===== config.mk =====
export PLATFORM = sky130hd
export DESIGN_NAME = scc_queue
export DESIGN_NICKNAME = d
export VERILOG_FILES = /design/src/rtl/sphere_capsule_contact_defines.svh /design/src/rtl/scc_pkg.sv /design/src/rtl/scc_queue.sv
export SDC_FILE = /design/constraint.sdc
export NUM_CORES = 1
export LEC_CHECK = 0
export BUFFER_PORTS_ARGS = -buffer_cell sky130_fd_sc_hd__buf_2
export CAP_MARGIN = 20
export CORE_AREA = 2 2 257 259
export CTS_BUF_LIST = sky130_fd_sc_hd__clkbuf_2
export DETAILED_ROUTE_END_ITERATION = 8
export DIE_AREA = 0 0 259 261
export SYNTH_ARGS = -nofsm -noshare
export SYNTH_HDL_FRONTEND = slang
export SYNTH_SLANG_ARGS = --single-unit

===== constraint.sdc =====
create_clock -name clk -period 14.5 [get_ports clk]
set_input_delay 1.45 -clock clk [delete_from_list [all_inputs] [get_ports clk]]
set_output_delay 1.45 -clock clk [all_outputs]
set_load 0.02 [all_outputs]

===== src/rtl/sphere_capsule_contact_defines.svh =====
// Assertion macros for the sphere/capsule contact block.
`ifndef SPHERE_CAPSULE_CONTACT_DEFINES_SVH
`define SPHERE_CAPSULE_CONTACT_DEFINES_SVH
`ifndef ASSERT_OFF
`define SCC_ASSERT_IMP(lbl, ante, cons) \
	lbl: assert property (@(posedge clk) disable iff (!arst_n) (ante) |-> (cons)) \
		else $error("scc: %s failed", "lbl");
`define SCC_ASSERT_NXT(lbl, ante, cons) \
	lbl: assert property (@(posedge clk) disable iff (!arst_n) (ante) |=> (cons)) \
		else $error("scc: %s failed", "lbl");
`else
`define SCC_ASSERT_IMP(lbl, ante, cons)
`define SCC_ASSERT_NXT(lbl, ante, cons)
`endif
`endif


===== src/rtl/scc_pkg.sv =====
// Types and constants shared by the sphere/capsule contact block.
package scc_pkg;

	localparam int FRAC_BITS   = 16;
	localparam int AREA_SHIFT  = FRAC_BITS - 2;
	localparam int QUEUE_DEPTH = 2;

	localparam logic signed [31:0] ONE_Q30 = 32'sh4000_0000;
	localparam logic [31:0]        PI_Q30  = 32'd3373259426;

	typedef struct packed {
		logic signed [31:0] sphere_x;
		logic signed [31:0] sphere_y;
		logic signed [31:0] sphere_z;
		logic signed [31:0] capsule_x;
		logic signed [31:0] capsule_y;
		logic signed [31:0] capsule_z;
		logic signed [31:0] axis_x;
		logic signed [31:0] axis_y;
		logic signed [31:0] axis_z;
		logic [30:0]        sphere_radius;
		logic [30:0]        capsule_radius;
		logic [30:0]        capsule_height;
	} in_item_t;

	typedef struct packed {
		logic signed [32:0] impact_depth;
		logic [47:0]        overlap_area;
		logic signed [31:0] dir_x;
		logic signed [31:0] dir_y;
		logic signed [31:0] dir_z;
		logic signed [31:0] point_x;
		logic signed [31:0] point_y;
		logic signed [31:0] point_z;
		logic               in_contact;
		logic               new_contact;
	} out_item_t;

	// classified item handed from front to back
	typedef struct packed {
		logic [2:0][31:0] s;
		logic [2:0][33:0] u;
		logic [2:0]       neg;
		logic [63:0]      sq;
		logic             wide;
		logic [30:0]      rs;
		logic [30:0]      rc;
	} mid_t;

	typedef enum logic [2:0] {
		F_IDLE, F_DOT, F_CLAMP, F_PROJ, F_SQR, F_PUSH
	} front_state_t;

	typedef enum logic [3:0] {
		B_IDLE, B_SQRT, B_DEPTH, B_QMUL, B_QLOAD, B_QDIV, B_RSQ, B_SVSQ,
		B_DIFF, B_AHI, B_ALO, B_AREA, B_DIR, B_UDIV, B_PT, B_OUT
	} back_state_t;

endpackage


===== src/rtl/scc_queue.sv =====
// Small register queue between front and back.
module scc_queue (
	input  logic          clk,
	input  logic          arst_n,
	input  scc_pkg::mid_t wdata,
	input  logic          push,
	output logic          full,
	output scc_pkg::mid_t rdata,
	output logic          nonempty,
	input  logic          pop
);
	import scc_pkg::*;

	localparam int PW = (QUEUE_DEPTH > 1) ? $clog2(QUEUE_DEPTH) : 1;

	mid_t          mem_q [QUEUE_DEPTH];
	logic [PW-1:0] wp_q, rp_q;
	logic [PW:0]   cnt_q;
	logic          do_push, do_pop;

	assign full     = (cnt_q == (PW+1)'(QUEUE_DEPTH));
	assign nonempty = (cnt_q != '0);
	assign do_push  = push && !full;
	assign do_pop   = pop && nonempty;
	assign rdata    = mem_q[rp_q];

	always_ff @(posedge clk or negedge arst_n) begin
		if (!arst_n) begin
			wp_q  <= '0;
			rp_q  <= '0;
			cnt_q <= '0;
		end else begin
			if (do_push)
				wp_q <= (wp_q == PW'(QUEUE_DEPTH - 1)) ? '0 : wp_q + 1'b1;
			if (do_pop)
				rp_q <= (rp_q == PW'(QUEUE_DEPTH - 1)) ? '0 : rp_q + 1'b1;
			if (do_push && !do_pop)
				cnt_q <= cnt_q + 1'b1;
			else if (do_pop && !do_push)
				cnt_q <= cnt_q - 1'b1;
		end
	end

	always_ff @(posedge clk) begin
		if (do_push)
			mem_q[wp_q] <= wdata;
	end

endmodule


==> run metrics <==
status=complete, no violations; DRC=0; leak pwr=12.6 nW; peak fanout along the critical path=56; area growth from synthesis to layout=20.8%; Starting Density=between 30% and 40%; total track usage=16.1%; Syn Nets=approximately 1400; Core ar.=0.0650 mm^2; most common cell after layout, fill and taps aside=buf_2; GP Congestion=0.778; Detail Route Antenna Nets=0; max_cap viols=0; Max clock buf depth=3; drt initial violations=approximately 590; # nets final=2178; CTS root buffer=clkbuf_2; M3 GR Usage=7.62%; EDFF count, synth=roughly 660; WP data required=13050 ps; drt wl/cell=between 20 and 25 um; Synth Flop Type=edfxtp_1; Worst R2R End=mem_q[0][324]; post-CTS setup buffers=0; port bufs=661; worst hold margin=about 410 ps; final worst path period share=44.7%; crit path launch type=register; vias=approximately 13000; register-to-register setup slack=approximately 11000 ps; GRT met1 Usage=roughly 16%; CTS tree=yes; async set-or-reset flop fraction in the synthesized netlist=less than 1%; post-synthesis sequential area ratio=just under 80%; Crit Path Class=register to output pin; pin count of the biggest net entering global routing=~170; nature of the critical path endpoint=output pin; IO Pins=approximately 660; Tmin final=roughly 6500 ps; Fill cells=between 5000 and 6000; post-DP HPWL=39000 um; hold path depth=1; worst slew pin tran=1190 ps; FF+latch count, synth=660; most frequent cells in the layout=661 x buf_2, 656 x edfxtp_1, 303 x mux2_4; Tightest Hold Check Type=primary input to register; H-tree Lvls=4; Reg clk slew, reported paths=100 ps; Fmax=~0.15 GHz; final slew viol count=0; met2 Use GR=27.4%; Mapped Area=~0.025 mm^2; share of cells above drive strength 1=between 60% and 70%; vias in the first global route=about 14000; Syn Area/Cell=24.5 um^2; Yosys warning count=0; vias per cell=roughly 4.6; Worst-Skew Late Latency=1210 ps; post-synthesis cell type count=17; Sink Count=between 600 and 700; initial antenna violation count=20; crit path DAT=just over 5000 ps; FP Rows=94; Slew headroom=20.8%; Endpoint, Worst Hold=mem_q[0][250]; Reg2Reg Depth=5; drt first pass iters=4; reg2reg start=cnt_q[0]; die area=0.0676 mm^2; Die W=approximately 260 um; Die Span Y=approximately 260 um; first-pass GRT wire length=~80000 um; final WL=between 50000 and 60000 um; RSZ-0062 raised after global routing=no; Post-Syn Instances=1040; pwr/cell area=between 200 and 250 mW/mm^2; endpoints failing hold=0; worst hold start=wdata[250]; Setup Total Neg Slack=0 ps; CTS Buf Count=approximately 170; Top Usage Layer GRT=met2; clk_skew=68.0 ps; GRT overflow=0; Final setup viols=0; critical path startpoint=rp_q; peak supply drop=0.000112 V
-- Yosys cell counts (2+ instances only) --
cell type	number	area [um^2]
buf_12	33	661
buf_6	2	22.5
dfrtp_1	4	100
edfxtp_1	656	19700
inv_1	2	7.51
mux2_2	25	282
mux2_4	303	4550
nand2_1	2	7.51
nor2_1	2	7.51
xnor2_1	3	26.3
xor2_1	2	17.5
-- area by class of cell --
class	instances	area (um^2)	area share, %
diodes	14	35.0	0.114
clock buffers	244	1220	3.97
clock inverters	29	190	0.619
inverters	2	7.51	0.0244
multi-input cells	341	4930	16.1
flip-flops and latches	660	19800	64.4
well taps	864	1080	3.52
repair buffers	675	3460	11.3
-- power breakdown --
part / total [mW] / switching, mW / internal (mW)
Clock: 1.19 / 0.706 / 0.480
Sequential: 2.73 / 0.117 / 2.61
Combinational: 2.42 / 1.41 / 1.02
Total: 6.34 / 2.23 / 4.11
-- routing by layer --
layer	share of wire, %	vias up	wire [um]
met1	35	6335	19800
met2	52	537	29700
li1	-	5876	-
met5	0.17	-	95
met4	2.9	14	1620
met3	9.5	114	5400
-- sequential cells by signal, indices dropped and copies added, names as in the netlist --
| name | count |
|---|---|
| rp_q | 1 |
| cnt_q | 2 |
| mem_q | 656 |
| wp_q | 1 |
-- worst max-delay path, stage by stage, from the launching register on --
cell,delay [ps]
dfrtp_4,750
buf_4,620
buf_4,800
buf_4,930
mux2_4,370
buf_2,170
-- metrics by stage --
stage               util, %  total power, mW  cell area, um^2  cells  setup WS [ps]
detailed placement     45.0             5.23            29200   2540           8720
global route           47.2             6.66            30700   2825           7610
floorplan                 -             4.80            25400   1040           3930
finish                 47.3             6.34            30700   2829           8020
global placement       45.0             5.20            29200   2540           8720
CTS                    47.2             6.45            30700   2814           7150
-- logic make-up after synthesis --
kind of cell,after synthesis,synth area share (%)
multiplexers,328,19.0
XOR/XNOR,5,0.172
AND/OR/NAND/NOR,7,0.133
flip-flops,660,77.9
adder cells (fa/ha/maj),1,0.0492
buffers and inverters,39,2.79
-- worst max path at each step --
stage | end | slack (ps) | depth (start not counted)
2_1_floorplan | mem_q[0][0] | 3930 | 2
3_3_place_gp | rdata[38] | 8720 | 5
3_5_place_dp | rdata[51] | 8720 | 5
4_1_cts | rdata[38] | 7150 | 5
5_1_grt | rdata[38] | 7610 | 5
6_report | rdata[38] | 8020 | 5
-- repair_timing --
action | 4_1_cts | 5_1_grt
resized for setup | 0 | 0
hold endpoints to repair | 4 | 0
hold buffers | 1 | 0
No activity file was read; power rests on OpenSTA's default activity.
