<file path="config.mk">
export PLATFORM = sky130hd
export DESIGN_NAME = scc_front
export DESIGN_NICKNAME = d
export VERILOG_FILES = /design/src/rtl/sphere_capsule_contact_defines.svh /design/src/rtl/scc_pkg.sv /design/src/rtl/scc_front.sv
export SDC_FILE = /design/constraint.sdc
export NUM_CORES = 2
export LEC_CHECK = 0
export ABC_AREA = 1
export BUFFER_PORTS_ARGS = -buffer_cell sky130_fd_sc_hd__buf_4
export CELL_PAD_IN_SITES_DETAIL_PLACEMENT = 0
export CELL_PAD_IN_SITES_GLOBAL_PLACEMENT = 2
export CORE_MARGIN = 5
export CORE_UTILIZATION = 41
export CTS_BUF_LIST = sky130_fd_sc_hd__clkbuf_8
export DETAILED_ROUTE_END_ITERATION = 10
export PLACE_DENSITY_LB_ADDON = 0.1
export SYNTH_ARGS = -nofsm -noshare
export SYNTH_HDL_FRONTEND = slang
export SYNTH_SLANG_ARGS = --single-unit
export TNS_END_PERCENT = 5
</file>
<file path="constraint.sdc">
create_clock -name clk -period 27.1 [get_ports clk]
set_input_delay 0 -clock clk [delete_from_list [all_inputs] [get_ports clk]]
set_output_delay 0 -clock clk [all_outputs]
set_load 0.1 [all_outputs]
</file>
<file path="src/rtl/sphere_capsule_contact_defines.svh">
// Assertion macros for the sphere/capsule contact block.
`ifndef SPHERE_CAPSULE_CONTACT_DEFINES_SVH
`define SPHERE_CAPSULE_CONTACT_DEFINES_SVH
`ifndef ASSERT_OFF
`define SCC_ASSERT_IMP(lbl, ante, cons) \
	lbl: assert property (@(posedge clk) disable iff (!arst_n) (ante) |-> (cons)) \
		else $error("scc: %s failed", "lbl");
`define SCC_ASSERT_NXT(lbl, ante, cons) \
	lbl: assert property (@(posedge clk) disable iff (!arst_n) (ante) |=> (cons)) \
		else $error("scc: %s failed", "lbl");
`else
`define SCC_ASSERT_IMP(lbl, ante, cons)
`define SCC_ASSERT_NXT(lbl, ante, cons)
`endif
`endif

</file>
<file path="src/rtl/scc_pkg.sv">
// Types and constants shared by the sphere/capsule contact block.
package scc_pkg;

	localparam int FRAC_BITS   = 16;
	localparam int AREA_SHIFT  = FRAC_BITS - 2;
	localparam int QUEUE_DEPTH = 2;

	localparam logic signed [31:0] ONE_Q30 = 32'sh4000_0000;
	localparam logic [31:0]        PI_Q30  = 32'd3373259426;

	typedef struct packed {
		logic signed [31:0] sphere_x;
		logic signed [31:0] sphere_y;
		logic signed [31:0] sphere_z;
		logic signed [31:0] capsule_x;
		logic signed [31:0] capsule_y;
		logic signed [31:0] capsule_z;
		logic signed [31:0] axis_x;
		logic signed [31:0] axis_y;
		logic signed [31:0] axis_z;
		logic [30:0]        sphere_radius;
		logic [30:0]        capsule_radius;
		logic [30:0]        capsule_height;
	} in_item_t;

	typedef struct packed {
		logic signed [32:0] impact_depth;
		logic [47:0]        overlap_area;
		logic signed [31:0] dir_x;
		logic signed [31:0] dir_y;
		logic signed [31:0] dir_z;
		logic signed [31:0] point_x;
		logic signed [31:0] point_y;
		logic signed [31:0] point_z;
		logic               in_contact;
		logic               new_contact;
	} out_item_t;

	// classified item handed from front to back
	typedef struct packed {
		logic [2:0][31:0] s;
		logic [2:0][33:0] u;
		logic [2:0]       neg;
		logic [63:0]      sq;
		logic             wide;
		logic [30:0]      rs;
		logic [30:0]      rc;
	} mid_t;

	typedef enum logic [2:0] {
		F_IDLE, F_DOT, F_CLAMP, F_PROJ, F_SQR, F_PUSH
	} front_state_t;

	typedef enum logic [3:0] {
		B_IDLE, B_SQRT, B_DEPTH, B_QMUL, B_QLOAD, B_QDIV, B_RSQ, B_SVSQ,
		B_DIFF, B_AHI, B_ALO, B_AREA, B_DIR, B_UDIV, B_PT, B_OUT
	} back_state_t;

endpackage

</file>
<file path="src/rtl/scc_front.sv">
// Front end: axis projection, closest-point vector and squared length.
module scc_front (
	input  logic            clk,
	input  logic            arst_n,
	input  scc_pkg::in_item_t item,
	input  logic            item_valid,
	output logic            item_stall,
	output scc_pkg::mid_t   mid,
	output logic            mid_valid,
	input  logic            mid_full
);
	import scc_pkg::*;

	front_state_t st_q, st_d;
	logic [1:0]   idx_q;
	logic         ph_q;

	logic signed [31:0] s_q [3];
	logic signed [31:0] c_q [3];
	logic signed [31:0] a_q [3];
	logic [30:0]        rs_q, rc_q;
	logic [29:0]        hh_q;
	logic signed [66:0] acc_q;
	logic signed [31:0] dap_q;
	logic signed [34:0] v_q [3];
	logic [63:0]        sq_q;
	logic signed [65:0] prod_s1;

	logic signed [32:0] op_a, op_b;
	logic signed [65:0] prod_c;
	logic [33:0]        u_c [3];
	logic               wide_c;
	logic [31:0]        w_c;
	logic signed [66:0] dap_w, hh_w;
	logic signed [34:0] proj_c;
	logic               accept, last;

	function automatic logic signed [31:0] clamp_axis(logic signed [31:0] a);
		if (a > ONE_Q30)
			return ONE_Q30;
		else if (a < -ONE_Q30)
			return -ONE_Q30;
		return a;
	endfunction

	assign accept     = (st_q == F_IDLE) && item_valid;
	assign item_stall = (st_q != F_IDLE);
	assign last       = ph_q && (idx_q == 2'd2);

	always_comb begin
		for (int i = 0; i < 3; i++)
			u_c[i] = v_q[i][34] ? 34'(-v_q[i]) : v_q[i][33:0];
		wide_c = (u_c[0][33:31] != 3'd0) || (u_c[1][33:31] != 3'd0) ||
			(u_c[2][33:31] != 3'd0);
		w_c = wide_c ? u_c[idx_q][33:2] : u_c[idx_q][31:0];
	end

	always_comb begin
		op_a = '0;
		op_b = '0;
		case (st_q)
			F_DOT: begin
				op_a = $signed({s_q[idx_q][31], s_q[idx_q]}) -
					$signed({c_q[idx_q][31], c_q[idx_q]});
				op_b = $signed({a_q[idx_q][31], a_q[idx_q]});
			end
			F_PROJ: begin
				op_a = $signed({dap_q[31], dap_q});
				op_b = $signed({a_q[idx_q][31], a_q[idx_q]});
			end
			F_SQR: begin
				op_a = $signed({1'b0, w_c});
				op_b = $signed({1'b0, w_c});
			end
			default: ;
		endcase
	end

	assign prod_c = op_a * op_b;
	assign dap_w  = acc_q >>> 30;
	assign hh_w   = $signed({37'd0, hh_q});
	assign proj_c = 35'(prod_s1 >>> 30);

	always_ff @(posedge clk or negedge arst_n) begin
		if (!arst_n)
			st_q <= F_IDLE;
		else
			st_q <= st_d;
	end

	always_comb begin
		st_d = st_q;
		unique case (st_q)
			F_IDLE:  if (item_valid) st_d = F_DOT;
			F_DOT:   if (last) st_d = F_CLAMP;
			F_CLAMP: st_d = F_PROJ;
			F_PROJ:  if (last) st_d = F_SQR;
			F_SQR:   if (last) st_d = F_PUSH;
			F_PUSH:  if (!mid_full) st_d = F_IDLE;
			default: st_d = F_IDLE;
		endcase
	end

	always_ff @(posedge clk or negedge arst_n) begin
		if (!arst_n) begin
			idx_q <= '0;
			ph_q  <= 1'b0;
		end else if (st_q == F_DOT || st_q == F_PROJ || st_q == F_SQR) begin
			ph_q <= ~ph_q;
			if (ph_q)
				idx_q <= (idx_q == 2'd2) ? 2'd0 : idx_q + 2'd1;
		end else begin
			idx_q <= '0;
			ph_q  <= 1'b0;
		end
	end

	always_ff @(posedge clk) begin
		prod_s1 <= prod_c;
		if (accept) begin
			s_q[0] <= item.sphere_x;
			s_q[1] <= item.sphere_y;
			s_q[2] <= item.sphere_z;
			c_q[0] <= item.capsule_x;
			c_q[1] <= item.capsule_y;
			c_q[2] <= item.capsule_z;
			a_q[0] <= clamp_axis(item.axis_x);
			a_q[1] <= clamp_axis(item.axis_y);
			a_q[2] <= clamp_axis(item.axis_z);
			rs_q   <= item.sphere_radius;
			rc_q   <= item.capsule_radius;
			hh_q   <= item.capsule_height[30:1];
			acc_q  <= '0;
			sq_q   <= '0;
		end
		if (st_q == F_DOT && ph_q)
			acc_q <= acc_q + {prod_s1[65], prod_s1};
		if (st_q == F_CLAMP) begin
			if (dap_w > hh_w)
				dap_q <= $signed({2'b00, hh_q});
			else if (dap_w < -hh_w)
				dap_q <= -$signed({2'b00, hh_q});
			else
				dap_q <= dap_w[31:0];
		end
		if (st_q == F_PROJ && ph_q)
			v_q[idx_q] <= $signed({{3{c_q[idx_q][31]}}, c_q[idx_q]}) + proj_c -
				$signed({{3{s_q[idx_q][31]}}, s_q[idx_q]});
		if (st_q == F_SQR && ph_q)
			sq_q <= sq_q + prod_s1[63:0];
	end

	assign mid_valid = (st_q == F_PUSH);

	always_comb begin
		for (int i = 0; i < 3; i++) begin
			mid.s[i]   = s_q[i];
			mid.u[i]   = u_c[i];
			mid.neg[i] = v_q[i][34];
		end
		mid.sq   = sq_q;
		mid.wide = wide_c;
		mid.rs   = rs_q;
		mid.rc   = rc_q;
	end

endmodule

</file>
==> impl_metrics.json <==
{
  "ys_types": 56,
  "drive_above_1_share_pct": 9.544,
  "setup_viol": 0,
  "synth_edf_count": 648,
  "placed_area_sq_mm": 0.09581,
  "status": "finished, final reports clean",
  "min_path_cells": 4,
  "critPathBufInv": 11,
  "critPathRequiredTime_ns": 27.84,
  "core_area_sq_mm": 0.2125,
  "cp_max_fo": 45,
  "hold_path.class": "input port to flip-flop",
  "rows": 169,
  "nNetsFinal": 14274,
  "crit_path_top_delay_cell": "o21ai_0",
  "die_h_microns": 472.7,
  "drtPass1Iterations": 6,
  "grt_pass1_wl_microns": 530500,
  "hold_start": "item[182]",
  "ant_nets": 0,
  "die_w_microns": 472.7,
  "critPathTopFamily": "adder cells",
  "drv_slew": 0,
  "synth_ff_type": "edfxtp_1",
  "cts_made_buffers": 142,
  "drc": 0,
  "yosysSeqAreaShare_pct": 23.85,
  "globalplace.congestion": 0.9605,
  "worst-endpoint-arrival_ns": 14.99,
  "maxSlewHeadroom_pct": 15.31,
  "min_to": "a_q[0][25]$_SDFFCE_PP0P_",
  "maxCapViolCount": 0,
  "track_usage_pct": 32.00,
  "htree_num_levels": 4,
  "path_clk_slew_ns": 0.06,
  "cts_setup_buffers": 0,
  "fmax_mhz": 70.17,
  "drt-total-wl_microns": 359500,
  "synth_cells": 10753,
  "clkLatencyLatePin_ns": 0.97,
  "vias": 78459,
  "fin_skew_ns": 0.08615,
  "grt_pass1_vias": 81022,
  "drt_iter0_drc": 6448,
  "grt_max_degree": 120,
  "setup_tns_ns": 0,
  "cts_root_buf": "clkbuf_8",
  "finalCritPeriodShare_pct": 52.59,
  "r2r_end": "prod_s1[23]$_DFF_P_",
  "r2r_slack_ns": 12.85,
  "fin_area_sq_mm": 0.1067,
  "end_kind": "flip-flop",
  "ys_ff_latch": 720,
  "ff2ff_path_depth": 40,
  "vias_per_cell": 5.180,
  "avgSynthCellArea_sq_um": 8.162,
  "ys_async_sr_fraction_pct": 0.8333,
  "worstMarginPinSlew_ns": 1.262,
  "initial_core_util_pct": 41.30,
  "whs_ns": 0.1169,
  "rsz0062_at_grt": "false",
  "area_growth_pct": 21.58,
  "dieArea_sq_mm": 0.2234,
  "netlist_area_sq_mm": 0.08777,
  "hold_viol": 0,
  "antenna_found_initial": 27,
  "final_cell_mix": "2549 x nand2_1, 2464 x inv_1, 1183 x fa_1",
  "cts_num_sinks": 720,
  "dp_hpwl_microns": 287400,
  "overflow": 0,
  "yosys_warnings": 0,
  "worstSetupStartpointType": "flip-flop",
  "cts_tree": "built",
  "period_needed_ns": 14.25,
  "wire_per_inst_microns": 23.73,
  "cts.path.max_buffers": 3,
  "path_class": "flip-flop to flip-flop",
  "rr_startpoint": "idx_q[0]$_DFFE_PN0N_",
  "io_buffer_count": 713,
  "max_stage_delay_ns": 0.88,
  "syn_nets": 12831,
  "io_pins": 715,
  "mostFrequentLayoutCell": "nand2_1"
}
cell usage after synthesis, types with 20 or more instances:
cell | instances | area [sq um]
nand3_2 | 43 | 430.4
a21oi_1 | 582 | 2913
buf_2 | 80 | 400.4
o21bai_1 | 31 | 232.7
nand2_1 | 2549 | 9568
edfxtp_1 | 648 | 19460
dfxtp_1 | 66 | 1321
nand3_1 | 372 | 1862
ha_1 | 510 | 6381
a22o_1 | 30 | 262.8
fa_1 | 1183 | 23680
nand2_2 | 50 | 312.8
xor2_1 | 128 | 1121
xnor2_1 | 67 | 586.8
a21boi_0 | 20 | 150.1
o21a_1 | 52 | 390.4
clkbuf_1 | 91 | 341.6
nor2_1 | 854 | 3206
nor4_1 | 31 | 193.9
nor3_1 | 73 | 365.4
o21ai_0 | 374 | 1872
a21o_1 | 44 | 330.3
o211ai_1 | 22 | 165.2
a31oi_1 | 44 | 275.3
inv_1 | 2419 | 9080
buf_4 | 125 | 938.4
nand4_1 | 72 | 450.4
nand3b_1 | 34 | 255.2
worst register-to-register path, delay by kind of cell, from the launching register on:
family | cells | cell delay [ns]
AOI/OAI and AO/OA | 8 | 3.74
xor gates and xnor gates | 2 | 0.65
adders and majority gates | 10 | 4.47
buffers and inverters | 11 | 2.97
DFF | 1 | 0.48
and+or+nand+nor | 9 | 1.78
layout make-up:
cell class | instances | area (sq um)
clock buffers | 149 | 2051
clock inverters | 110 | 893.4
diodes | 15 | 37.54
inverters | 2438 | 9156
flip-flops and latches | 720 | 20930
repair buffers | 1616 | 14120
multi-input cells | 7278 | 55990
fillers | 20366 | 105800
well taps | 2821 | 3530
cell families after synthesis:
kind of cell / share of synthesized area, %
buffers and inverters: 12.49
and+or+nand+nor: 19.46
xor gates and xnor gates: 1.946
adders and majority gates: 34.25
AOI/OAI and AO/OA: 8.009
DFF: 23.85
stage by stage:
step                utilization, %  worst slack [ns]  std cells
finish                       50.22             12.85      15147
global route                 50.21             12.22      15139
CTS                          50.20             13.09      15132
detailed placement           45.09             13.18      14082
global placement             45.09             13.21      14082
floorplan                        -             9.016      10753
worst max-delay path by stage:
stage	from	to	slack (ns)	cells after the start
final	idx_q[0]$_DFFE_PN0N_	prod_s1[23]$_DFF_P_	12.85	40
after global routing	idx_q[0]$_DFFE_PN0N_	prod_s1[55]$_DFF_P_	12.22	44
after CTS	idx_q[1]$_DFFE_PN0N_	prod_s1[59]$_DFF_P_	13.09	42
after detailed placement	idx_q[1]$_DFFE_PN0N_	prod_s1[58]$_DFF_P_	13.18	41
after global placement	idx_q[1]$_DFFE_PN0N_	prod_s1[58]$_DFF_P_	13.21	41
after floorplan	st_q[1]$_DFFE_PN0P_	a_q[0][0]$_SDFFCE_PP0P_	9.02	5
repair_timing:
action | CTS | global route
hold buffers | 791 | 0
endpoints found under the hold margin | 407 | 0
gates resized for setup | 0 | 0
registers in the layout, indices dropped and copies added, names as in the netlist:
| signal | cells |
|---|---|
| a_q | 96 |
| acc_q | 67 |
| c_q | 96 |
| dap_q | 32 |
| hh_q | 30 |
| idx_q | 2 |
| ph_q | 1 |
| prod_s1 | 66 |
| rc_q | 31 |
| rs_q | 31 |
| s_q | 96 |
| sq_q | 64 |
| st_q | 3 |
| v_q | 105 |
metal layers:
| layer | vias to the layer above | share of wire (%) | global-route usage (%) |
|---|---|---|---|
| met4 | 2 | 4.8 | 12.92 |
| met5 | - | 0.0031 | 0 |
| li1 | 36060 | - | - |
| met2 | 2788 | 46 | 51.27 |
| met1 | 39098 | 43 | 43.10 |
| met3 | 511 | 7.0 | 5.799 |
Power is not shown: default switching activity piles up to over one toggle a cycle in this logic, so the estimate is an artifact.
